$ cat config.mk
export PLATFORM = sky130hd
export DESIGN_NAME = mcdp_ctrl
export DESIGN_NICKNAME = d
export VERILOG_FILES = /design/src/hdl/mcdp_pkg.sv /design/src/hdl/mcdp_ctrl.sv
export SDC_FILE = /design/constraint.sdc
export NUM_CORES = 1
export LEC_CHECK = 0
export ABC_AREA = 1
export BUFFER_PORTS_ARGS = -buffer_cell sky130_fd_sc_hd__buf_2
export CORE_UTILIZATION = 57
export CTS_CLUSTER_SIZE = 30
export DETAILED_ROUTE_END_ITERATION = 10
export GPL_TIMING_DRIVEN = 0
export PLACE_DENSITY = 0.82
export REMOVE_ABC_BUFFERS = 1
export SETUP_SLACK_MARGIN = 0.15
export SYNTH_ARGS = -nofsm -noshare
export SYNTH_HDL_FRONTEND = slang
export SYNTH_SLANG_ARGS = --single-unit
export TNS_END_PERCENT = 100
$ cat constraint.sdc
create_clock -name clk -period 4.5 [get_ports clk]
set_input_delay 0.45 -clock clk [delete_from_list [all_inputs] [get_ports clk]]
set_output_delay 0.45 -clock clk [all_outputs]
set_load 0.1 [all_outputs]
$ cat src/hdl/mcdp_pkg.sv
// Shared types and constants for the matrix chain order solver.
// No dependencies; every other file in hdl/ but mcdp_ram.sv refers to it by scoped names.
package mcdp_pkg;

    // Fixed field widths of the word formats and the default chain capacity
    localparam int DIM_BITS         = 10;
    localparam int COST_OUT_W       = 34;
    localparam int SPLIT_W          = 5;
    localparam int MAX_MATRICES_DEF = 16;

    // Input word: one chain dimension
    typedef struct packed {
        logic [DIM_BITS-1:0] dim;
        logic                last;
    } mcdp_in_t;

    // Result word
    typedef struct packed {
        logic [COST_OUT_W-1:0] min_cost;
        logic [SPLIT_W-1:0]    first_split;
        logic                  error;
    } mcdp_out_t;

    // Commands from the controller to the datapath
    typedef struct packed {
        logic dim_we;      // store the accepted dimension
        logic cost_we;     // write the finished interval cost
        logic cand_valid;  // a split candidate is issued this cycle
        logic cand_first;  // candidate is the lowest split of its interval
        logic diag_a;      // left sub-chain is a single matrix (cost 0)
        logic diag_b;      // right sub-chain is a single matrix (cost 0)
        logic cap_a;       // capture p[i-1] from the dimension store
        logic cap_pij;     // form p[i-1]*p[j] from the dimension store
        logic emit;        // load the result register
        logic emit_best;   // result comes from the running best
        logic emit_err;    // result flags a malformed chain
    } mcdp_cmd_t;

endpackage

$ cat src/hdl/mcdp_ctrl.sv
// Controller: dimension loading and the interval / split sequencer.
// Depends on mcdp_pkg for the command struct.
module mcdp_ctrl #(
    parameter int MAX_MATRICES = mcdp_pkg::MAX_MATRICES_DEF,
    localparam int ND     = MAX_MATRICES + 1,
    localparam int IDX_W  = $clog2(ND),
    localparam int CNT_W  = $clog2(ND + 1),
    localparam int ADDR_W = $clog2(ND * ND)
) (
    input  logic                clk,
    input  logic                rst_n,
    input  logic                start,
    input  logic                last,
    output logic                busy,
    output mcdp_pkg::mcdp_cmd_t cmd,
    output logic [IDX_W-1:0]    dim_waddr,
    output logic [IDX_W-1:0]    dim_raddr,
    output logic [ADDR_W-1:0]   cost_raddr_a,
    output logic [ADDR_W-1:0]   cost_raddr_b,
    output logic [ADDR_W-1:0]   cost_waddr,
    output logic [IDX_W-1:0]    k
);

    localparam logic [2:0] S_IDLE  = 3'd0;
    localparam logic [2:0] S_PA    = 3'd1;
    localparam logic [2:0] S_PB    = 3'd2;
    localparam logic [2:0] S_ISSUE = 3'd3;
    localparam logic [2:0] S_D1    = 3'd4;
    localparam logic [2:0] S_D2    = 3'd5;
    localparam logic [2:0] S_WR    = 3'd6;

    logic [2:0]       state_reg, state_next;
    logic [CNT_W-1:0] count_reg, count_next;
    logic             ovf_reg, ovf_next;
    logic [IDX_W-1:0] n_reg, n_next;
    logic [IDX_W-1:0] r_reg, r_next;
    logic [IDX_W-1:0] i_reg, i_next;
    logic [IDX_W-1:0] k_reg, k_next;

    logic             stored;
    logic [CNT_W-1:0] cnt_new;
    logic [IDX_W:0]   j_wide;
    logic [IDX_W-1:0] j;
    logic [IDX_W:0]   kp1_wide;
    logic [IDX_W-1:0] kp1;

    // Interval end and next split index
    assign j_wide   = {1'b0, i_reg} + {1'b0, r_reg} - {{IDX_W{1'b0}}, 1'b1};
    assign j        = j_wide[IDX_W-1:0];
    assign kp1_wide = {1'b0, k_reg} + {{IDX_W{1'b0}}, 1'b1};
    assign kp1      = kp1_wide[IDX_W-1:0];

    // Dimension store fill
    assign stored  = count_reg < CNT_W'(ND);
    assign cnt_new = count_reg + CNT_W'(stored);

    assign busy      = state_reg != S_IDLE;
    assign k         = k_reg;
    assign dim_waddr = count_reg[IDX_W-1:0];

    // Cost table addresses: row * ND + column
    assign cost_raddr_a = ADDR_W'(i_reg) * ADDR_W'(ND) + ADDR_W'(k_reg);
    assign cost_raddr_b = ADDR_W'(kp1) * ADDR_W'(ND) + ADDR_W'(j);
    assign cost_waddr   = ADDR_W'(i_reg) * ADDR_W'(ND) + ADDR_W'(j);

    // Next-state and command decode
    always_comb
    begin
        state_next = state_reg;
        count_next = count_reg;
        ovf_next   = ovf_reg;
        n_next     = n_reg;
        r_next     = r_reg;
        i_next     = i_reg;
        k_next     = k_reg;
        cmd        = '0;
        dim_raddr  = k_reg;

        case (state_reg)
            S_IDLE:
            begin
                if (start)
                begin
                    cmd.dim_we = stored;
                    count_next = cnt_new;
                    ovf_next   = ovf_reg | ~stored;
                    if (last)
                    begin
                        count_next = '0;
                        ovf_next   = 1'b0;
                        n_next     = IDX_W'(cnt_new - CNT_W'(1));
                        if (ovf_reg || !stored || cnt_new < CNT_W'(2))
                        begin
                            cmd.emit     = 1'b1;
                            cmd.emit_err = 1'b1;
                        end
                        else if (cnt_new == CNT_W'(2))
                        begin
                            // single matrix: zero cost, no split
                            cmd.emit = 1'b1;
                        end
                        else
                        begin
                            r_next     = IDX_W'(2);
                            i_next     = IDX_W'(1);
                            state_next = S_PA;
                        end
                    end
                end
            end

            S_PA:
            begin
                dim_raddr  = i_reg - IDX_W'(1);
                state_next = S_PB;
            end

            S_PB:
            begin
                dim_raddr  = j;
                cmd.cap_a  = 1'b1;
                k_next     = i_reg;
                state_next = S_ISSUE;
            end

            S_ISSUE:
            begin
                dim_raddr      = k_reg;
                cmd.cand_valid = 1'b1;
                cmd.cand_first = k_reg == i_reg;
                cmd.cap_pij    = k_reg == i_reg;
                cmd.diag_a     = k_reg == i_reg;
                cmd.diag_b     = kp1 == j;
                if (kp1 == j)
                begin
                    state_next = S_D1;
                end
                else
                begin
                    k_next = kp1;
                end
            end

            S_D1:
            begin
                state_next = S_D2;
            end

            S_D2:
            begin
                state_next = S_WR;
            end

            S_WR:
            begin
                cmd.cost_we = 1'b1;
                if (j == n_reg)
                begin
                    if (r_reg == n_reg)
                    begin
                        cmd.emit      = 1'b1;
                        cmd.emit_best = 1'b1;
                        state_next    = S_IDLE;
                    end
                    else
                    begin
                        r_next     = r_reg + IDX_W'(1);
                        i_next     = IDX_W'(1);
                        state_next = S_PA;
                    end
                end
                else
                begin
                    i_next     = i_reg + IDX_W'(1);
                    state_next = S_PA;
                end
            end

            default:
            begin
                state_next = S_IDLE;
            end
        endcase
    end

    // State registers
    always_ff @(posedge clk or negedge rst_n)
    begin
        if (!rst_n)
        begin
            state_reg <= S_IDLE;
            count_reg <= '0;
            ovf_reg   <= 1'b0;
        end
        else
        begin
            state_reg <= state_next;
            count_reg <= count_next;
            ovf_reg   <= ovf_next;
        end
    end

    // Loop indices
    always_ff @(posedge clk)
    begin
        n_reg <= n_next;
        r_reg <= r_next;
        i_reg <= i_next;
        k_reg <= k_next;
    end

endmodule

After elaboration in Yosys (flattened, before gate mapping)

Index checks and enable logic that the tools add are counted.

Bitwise gates (word level): 2
$lt $le $gt $ge: 2
Add/sub/neg operators: 11
Mux-type cells: 45
Reductions and logical operators: 13
Multiply operators: 2
Equality and inequality tests: 20

Operators by type and width:

| operator                                             | count |
|---|---|
| two-way mux 5 bit                                    | 14 |
| one-hot mux 5 bit (2 select lines)                   | 4 |
| adder 9 x 5 -> 9 bit                                 | 3 |
| one-hot mux 3 bit (7 select lines)                   | 1 |
| equality test 5 bit                                  | 4 |
| multiplier 5 x 5 -> 9 bit (second input constant)    | 2 |
| two-way mux 3 bit                                    | 6 |
| two-way mux 1 bit                                    | 16 |
| != test 2 bit (second input constant)                | 8 |
| adder 5 x 1 -> 5 bit (second input constant)         | 3 |
| subtractor 5 x 1 -> 5 bit (second input constant)    | 3 |
| equality test 3 bit (second input constant)          | 3 |
| AND reduction 7 bit                                  | 1 |
| equality test 3 x 2 -> 1 bit (second input constant) | 2 |
| AND reduction 6 bit                                  | 1 |
| adder 5 x 1 -> 5 bit                                 | 1 |
| adder 5 bit                                          | 1 |
| equality test 5 x 2 -> 1 bit (second input constant) | 1 |
| < comparator 5 x 2 -> 1 bit (second input constant)  | 1 |
| < comparator 5 bit (second input constant)           | 1 |
| AND reduction 5 bit                                  | 1 |
| two-way mux 2 bit                                    | 2 |
| two-way mux 4 bit                                    | 1 |
| AND reduction 2 bit                                  | 2 |
| other kinds (11)                                     | 13 |

Register bits: 29
Word-level logic and storage cells: 102

Longest topological paths before layout

Gate-level depths: netlist of the first run.

Word-level depth: 8
Depth in mapped cells: 20
Depth with buffers taken out: 19

Worst setup path after synthesis of the first run

OpenSTA, ideal clock, no wires.

Path kind: reg-to-output
Start point: reg i_reg[2]
End point: out cost_raddr_b[8]
Buffers on the path: 1
Stages on the path, launching flop included: 18
Slack: -932 ps
Arrival time: 4982 ps
Path through: edfxtp_1 -> clkbuf_1 -> inv_1 -> ha_1 -> inv_1 -> ha_1 -> nand3_1 -> nand3_1 -> nand3_1 -> nand2_2 -> ha_1 -> ha_1 -> fa_1 -> ha_1 -> nand3_1 -> a21oi_1 -> o21ai_0 -> xnor2_1

Longest elaborated chain between the ends: 3

RTL lines:

| what                      | RTL line         | source |
|---|---|---|
| from (decl)               | mcdp_ctrl.sv:37  | `logic [IDX_W-1:0] i_reg, i_next;` |
| from (signal assigned)    | mcdp_ctrl.sv:208 | `i_reg <= i_next;` |
| adder 5 bit               | mcdp_ctrl.sv:48  | `assign j_wide = {1'b0, i_reg} + {1'b0, r_reg} - {{IDX_W{1'b0}}, 1'b1};` |
| subtractor 5 x 1 -> 5 bit | mcdp_ctrl.sv:48  |  |
| adder 9 x 5 -> 9 bit      | mcdp_ctrl.sv:63  | `assign cost_raddr_b = ADDR_W'(kp1) * ADDR_W'(ND) + ADDR_W'(j);` |
| to (decl)                 | mcdp_ctrl.sv:19  | `output logic [ADDR_W-1:0] cost_raddr_b,` |

Every way passes these cells.

Worst setup path after layout of the first run

Start point: reg i_reg[1]
End point: out cost_raddr_b[7]

Same word-level chain as after synthesis.

==> summary.md, run 1 <==
| Metric | Value |
|---|---|
| Busiest grt layer | met2 |
| Max_cap viols | 0 |
| DRT Pass-1 Iters | 6 |
| Worst Hold Class | in2async |
| GRT Total Usage | 27.3% |
| Crit end category | output port |
| Prevailing post-synth register cell | edfxtp_1 |
| Register area | 826 µm² |
| CP Data Arrival Time | 3990 ps |
| Layout cells sized above 1 | 33.3% |
| CTS tree | yes |
| Setup Viol. Count Final | 0 |
| First-pass GRT wire length | 11600 µm |
| Synth area leaders | edfxtp_1, ha_1, nand2_1, dfrtp_1, xor2_1 |
| Async SR Flop Fraction | 31.0% |
| GR Overflow Total | 0 |
| Final hold vios | 0 |
| Area grow syn2layout | 30.9% |
| WP data required | 4050 ps |
| Startpoint types | register |
| Inserted Clock Buffers | 5 |
| Die area | 0.00560 mm² |
| I/O Pins | 58 |
| Met2 usage | 52.6% |
| DP Wirelength | 5550 µm |
| Crit path max fanout | 4 |
| Syn avg cell area | 7.98 µm² |
| Die Ht | 74.9 µm |
| Chip width | 74.9 µm |
| Cell Rows | 26 |
| Final period util | 98.6% |
| Clock Latency Late Sink | 280 ps |
| Clock period minus final worst setup slack | 4440 ps |
| Root Buffer | clkbuf_8 |
| Relative slew slack | 43.3% |
| Post-Syn Instances | 379 |
| Initial antenna violation count | 0 |
| CORE AREA | 0.00511 mm² |
| CP peak stage delay | 430 ps |
| Total wire length | 8790 µm |
| EDFF count, synth | 20 |
| Multi-input gate area | 0.00221 mm² |
| # clock sinks | 29 |
| Unique cell type count in the Yosys netlist | 34 |
| FMAX | 225 MHz |
| Worst-Margin Slew | 847 ps |
| Cell accounting for the most synthesized area | edfxtp_1 |
| CTS Buffer Depth | 2 |
| Initial Util | 59.2% |
| Reg clk slew, reported paths | 70 ps |
| Port Buffers | 57 |
| GP Congestion | 0.921 |
| Top cell type's share of synthesized area | 19.9% |
| Crit-path cells | inv_2 > ha_4 > inv_1 > ha_2 > inv_1 > fa_2 > xnor2_4 > ha_4 > ha_1 > ha_1 > nand3_1 > nand2_2 > a21oi_2 > nor2_1 > nor2_1 > xnor2_1 > buf_6 |
| Remaining antenna violation count | 0 |
| Bufs and invs on worst path | 4 |
| CP top delay family | adder cells |
| DR WL/cell | 16.4 µm |
| Antenna Cells | 0 |
| Via density | 5.70 |
| Fill cells | 329 |
| M1 GR Usage | 29.1% |
| Slowest cell on crit path | edfxtp_1 |
| Worst hold slack | 11.0 ps |
| Via count | 3051 |
| Pins Over Slew Limit | 0 |
| Nets | 516 |
| Pin count of the biggest net entering global routing | 15 |
| DRC violations left | 0 |
| Status | finished clean |
| Post-Route Skew | 4.29 ps |
| Part of the Yosys area used for sequential elements | 27.3% |
| Seq cells post-synth | 29 |
| YS warnings | 0 |
| Syn Std Cell Area | 0.00303 mm² |
| M3 GR Usage | 4.15% |
| Vias in the first global route | 2721 |
| Crit Path Category | reg2out |
| Initial DRC count | 329 |
| H-tree levels | 2 |
## worst paths after layout
kind,startpoint,to,slack (ps),cells after the start
max,i_reg[1],cost_raddr_b[7],60,17
max in group asynchronous,rst_n,dim_waddr[4],4310,1
min in group clk,ovf_reg,ovf_reg,520,2
min reg2reg,ovf_reg,ovf_reg,520,2
min,rst_n,dim_waddr[1],10,1
max reg2reg,i_reg[1],i_reg[1],1350,13
## metrics by stage
stage,util (%),setup slack (ps),cells,cell area [µm²],setup TNS [ps]
2_1_floorplan,-,-4420,374,3000,-16020
3_3_place_gp,66.0,-203,501,3370,-323
3_5_place_dp,66.0,-276,501,3370,-498
4_1_cts,71.3,139,517,3640,0
5_1_grt,77.6,-85.2,535,3960,-85.2
6_report,77.6,64.6,535,3960,0
## what timing repair did
item                                    CTS  global route
hold buffers                              0             0
buffers inserted                          8            18
endpoints found under the setup margin    6             6
pin swaps                                 3            17
gates resized for setup                  19            34
## cells in the final DEF, fill, tap and decap left out, types with 6 or more instances in the layout
cell / n
nand2_2: 7
ha_4: 12
a21oi_1: 16
nand3_1: 25
nand2_1: 63
inv_1: 43
dfrtp_1: 9
edfxtp_1: 20
clkbuf_8: 6
xnor2_1: 13
ha_1: 30
nand4_1: 7
inv_2: 19
buf_2: 54
nor2_1: 26
buf_4: 26
xor2_1: 25
## layer usage
metal | vias to the layer above | share of wire, % | wire length [µm]
met1 | 1417 | 38 | 3350
met3 | 36 | 6.3 | 554
met2 | 166 | 51 | 4510
met4 | 0 | 4.3 | 374
li1 | 1432 | - | -
met5 | - | 0 | 0
## area by class of cell
class                   count  share of cell area, %
well taps                  70                   2.21
inverters                  62                   5.87
multi-input cells         283                   55.7
flip-flops and latches     29                   20.8
clock buffers               7                   2.72
repair buffers             83                   12.5
clock inverters             1                  0.158
## cells by family (layout without fill, tap and decap cells)
family	after synthesis	in the layout	share of synthesized area, %
AO/OA/AOI/OAI	43	43	8.06
adder cells (fa/ha/maj)	48	48	21.1
buffers and inverters	67	153	8.64
XOR/XNOR	39	39	11.3
AND/OR/NAND/NOR	153	153	23.6
flip-flops	29	29	27.3
## synth_stat cells, types with 6 or more instances
| library cell | n |
|---|---|
| nand2_2 | 7 |
| ha_1 | 43 |
| edfxtp_1 | 20 |
| nand3_1 | 29 |
| nand4_1 | 7 |
| xor2_1 | 25 |
| inv_2 | 9 |
| inv_1 | 53 |
| dfrtp_1 | 9 |
| xnor2_1 | 14 |
| a21oi_1 | 20 |
| nor2_1 | 26 |
| o21ai_0 | 6 |
| nand2_1 | 65 |
Power of run 1 is left out: the tool's default activity adds up to more than one toggle a clock period on the data nets, which glitch-free logic cannot reach.
==> run 2: changes to the inputs <==
--- a/config.mk
+++ b/config.mk
@@ -7,11 +7,11 @@
 export LEC_CHECK = 0
 export ABC_AREA = 1
 export BUFFER_PORTS_ARGS = -buffer_cell sky130_fd_sc_hd__buf_2
-export CORE_UTILIZATION = 57
+export CORE_UTILIZATION = 61
 export CTS_CLUSTER_SIZE = 30
 export DETAILED_ROUTE_END_ITERATION = 10
 export GPL_TIMING_DRIVEN = 0
-export PLACE_DENSITY = 0.82
+export PLACE_DENSITY = 0.87
 export REMOVE_ABC_BUFFERS = 1
 export SETUP_SLACK_MARGIN = 0.15
 export SYNTH_ARGS = -nofsm -noshare
==> constraint.sdc (replaced) <==
create_clock -name clk -period 5.5 [get_ports clk]
set_input_delay 0.55 -clock clk [delete_from_list [all_inputs] [get_ports clk]]
set_output_delay 0.55 -clock clk [all_outputs]
set_load 0.1 [all_outputs]
==> summary.md, run 2 (synthesis gave the netlist of run 1 again) <==
| Metric | Value |
|---|---|
| DR WL/cell | 13.8 µm (-16%) |
| Nets | 497 (-3.7%) |
| Chip width | 72.4 µm (-3.2%) |
| Crit Path Category | reg2out |
| GR Overflow Total | 0 (unchanged) |
| Crit end category | output port |
| Slowest cell on crit path | edfxtp_1 |
| Pins Over Slew Limit | 0 (unchanged) |
| CP peak stage delay | 540 ps (+110 ps) |
| CORE AREA | 0.00475 mm² (-6.9%) |
| Status | finished clean |
| Root Buffer | clkbuf_8 |
| Cell seen most often among critical-path stages | ha_1 |
| Setup Viol. Count Final | 0 (unchanged) |
| Clock period minus final worst setup slack | 5070 ps |
| Dpl cell area | 0.00337 mm² (-0.11%) |
| TNS Setup | 0 ps (unchanged) |
| I/O Pins | 58 (unchanged) |
| Final hold vios | 0 (unchanged) |
| Initial Util | 63.6% (+4.4 points) |
| Crit path max fanout | 8 (+4) |
| Most frequent cells in the layout | nand2_1, buf_2, inv_1 |
| Worst Hold Class | in2async |
| Max_cap viols | 0 (unchanged) |
| Initial antenna violation count | 0 (unchanged) |
| Startpoint types | register |
| CP Data Arrival Time | 4520 ps (+530 ps) |
| Commonest non-fill, non-tap cell in the layout | nand2_1 |
| Worst-Margin Slew | 820 ps (-27.1 ps) |
| GRT Total Usage | 29.0% (+1.7 points) |
| Via count | 2762 (-9.5%) |
| Utilization after layout | 73.9% (-3.6 points) |
| CTS Hold Bufs | 0 (unchanged) |
| DP Wirelength | 5620 µm (+1.2%) |
| First-pass GRT wire length | 11700 µm (+1.1%) |
| Remaining antenna violation count | 0 (unchanged) |
| Pin count of the biggest net entering global routing | 15 (unchanged) |
| CTS tree | yes |
| RSZ-0062 raised after global routing | false |
| WP data required | 4950 ps (+900 ps) |
| CTS Buffer Depth | 2 (unchanged) |
| Area grow syn2layout | 16.2% |
| DRC violations left | 0 (unchanged) |
| Clock Latency Late Sink | 280 ps (about the same) |
| FMAX | 197 MHz |
| Die Ht | 72.4 µm (-3.2%) |
| Inst Count DP | 498 (-0.60%) |
| Final instance area | 0.00351 mm² (-11%) |
| H-tree levels | 2 (unchanged) |
| Antenna Cells | 0 (unchanged) |
| Die area | 0.00525 mm² (-6.4%) |
| Post-Layout Cell Count | 513 (-4.1%) |
| Cell Rows | 25 (-3.8%) |
| Inserted Clock Buffers | 5 (unchanged) |
| CP top delay family | adder cells |
| Reg clk slew, reported paths | 70 ps (about the same) |
| Crit-path cells | inv_1 > ha_1 > inv_1 > ha_1 > inv_1 > fa_1 > xnor2_1 > ha_1 > ha_1 > fa_1 > nand3_1 > a21oi_1 > o21ai_0 > xnor2_1 > clkbuf_4 |
| GP Congestion | 0.908 (-1.4%) |
| Via density | 5.38 (-5.6%) |
| Bufs and invs on worst path | 4 (unchanged) |
| Final period util | 92.1% |
| DRT Pass-1 Iters | 4 (-2) |
| Post-Route Skew | 10.2 ps (+5.93 ps) |
| Initial DRC count | 193 (-41%) |
| Layout cells sized above 1 | 22.0% (-11 points) |
| Relative slew slack | 45.1% (+1.8 points) |
| Vias in the first global route | 2617 (-3.8%) |
| Port Buffers | 57 (unchanged) |
| Total wire length | 7070 µm (-20%) |
| # clock sinks | 29 (unchanged) |
==> run 2: final cells by class <==
cell class | instances | area, µm²
clock inverters | 2 | 8.76
repair buffers | 64 | 343
multi-input cells | 283 | 1940
flip-flops and latches | 29 | 826
inverters | 62 | 233
fillers | 378 | 1240
well taps | 67 | 83.8
clock buffers | 6 | 82.6
==> run 2: path summary, 6_finish.rpt <==
check / from / endpoint / slack (ps) / cells after the start
worst max-delay path: i_reg[1] / cost_raddr_b[8] / 430 / 15
worst min-delay path: rst_n / dim_waddr[0] / 110 / 1
worst max register to register: i_reg[1] / i_reg[0] / 2080 / 12
worst min register to register: ovf_reg / ovf_reg / 540 / 2
max in group asynchronous: rst_n / ovf_reg / 5180 / 1
min in group clk: ovf_reg / ovf_reg / 540 / 2
==> run 2: routing by layer <==
layer	up-vias	wire length, µm	track usage [%]
li1	1394	-	-
met1	1261	3040	36.5
met2	93	3540	49.2
met3	14	331	4.17
met4	0	155	13.5
met5	-	0	0
==> run 2: timing repair <==
action                     in CTS  in global routing
resized for setup               0                  2
setup endpoints to repair       0                  2
buffers inserted                0                  7
==> run 2: metrics by stage <==
step | hold slack [ps] | setup WS [ps]
floorplan | 254 | -3520
global placement | 416 | 734
detailed placement | 425 | 625
CTS | 117 | 306
global route | 122 | 182
finish | 114 | 434
Power of run 2 is left out for the same reason.
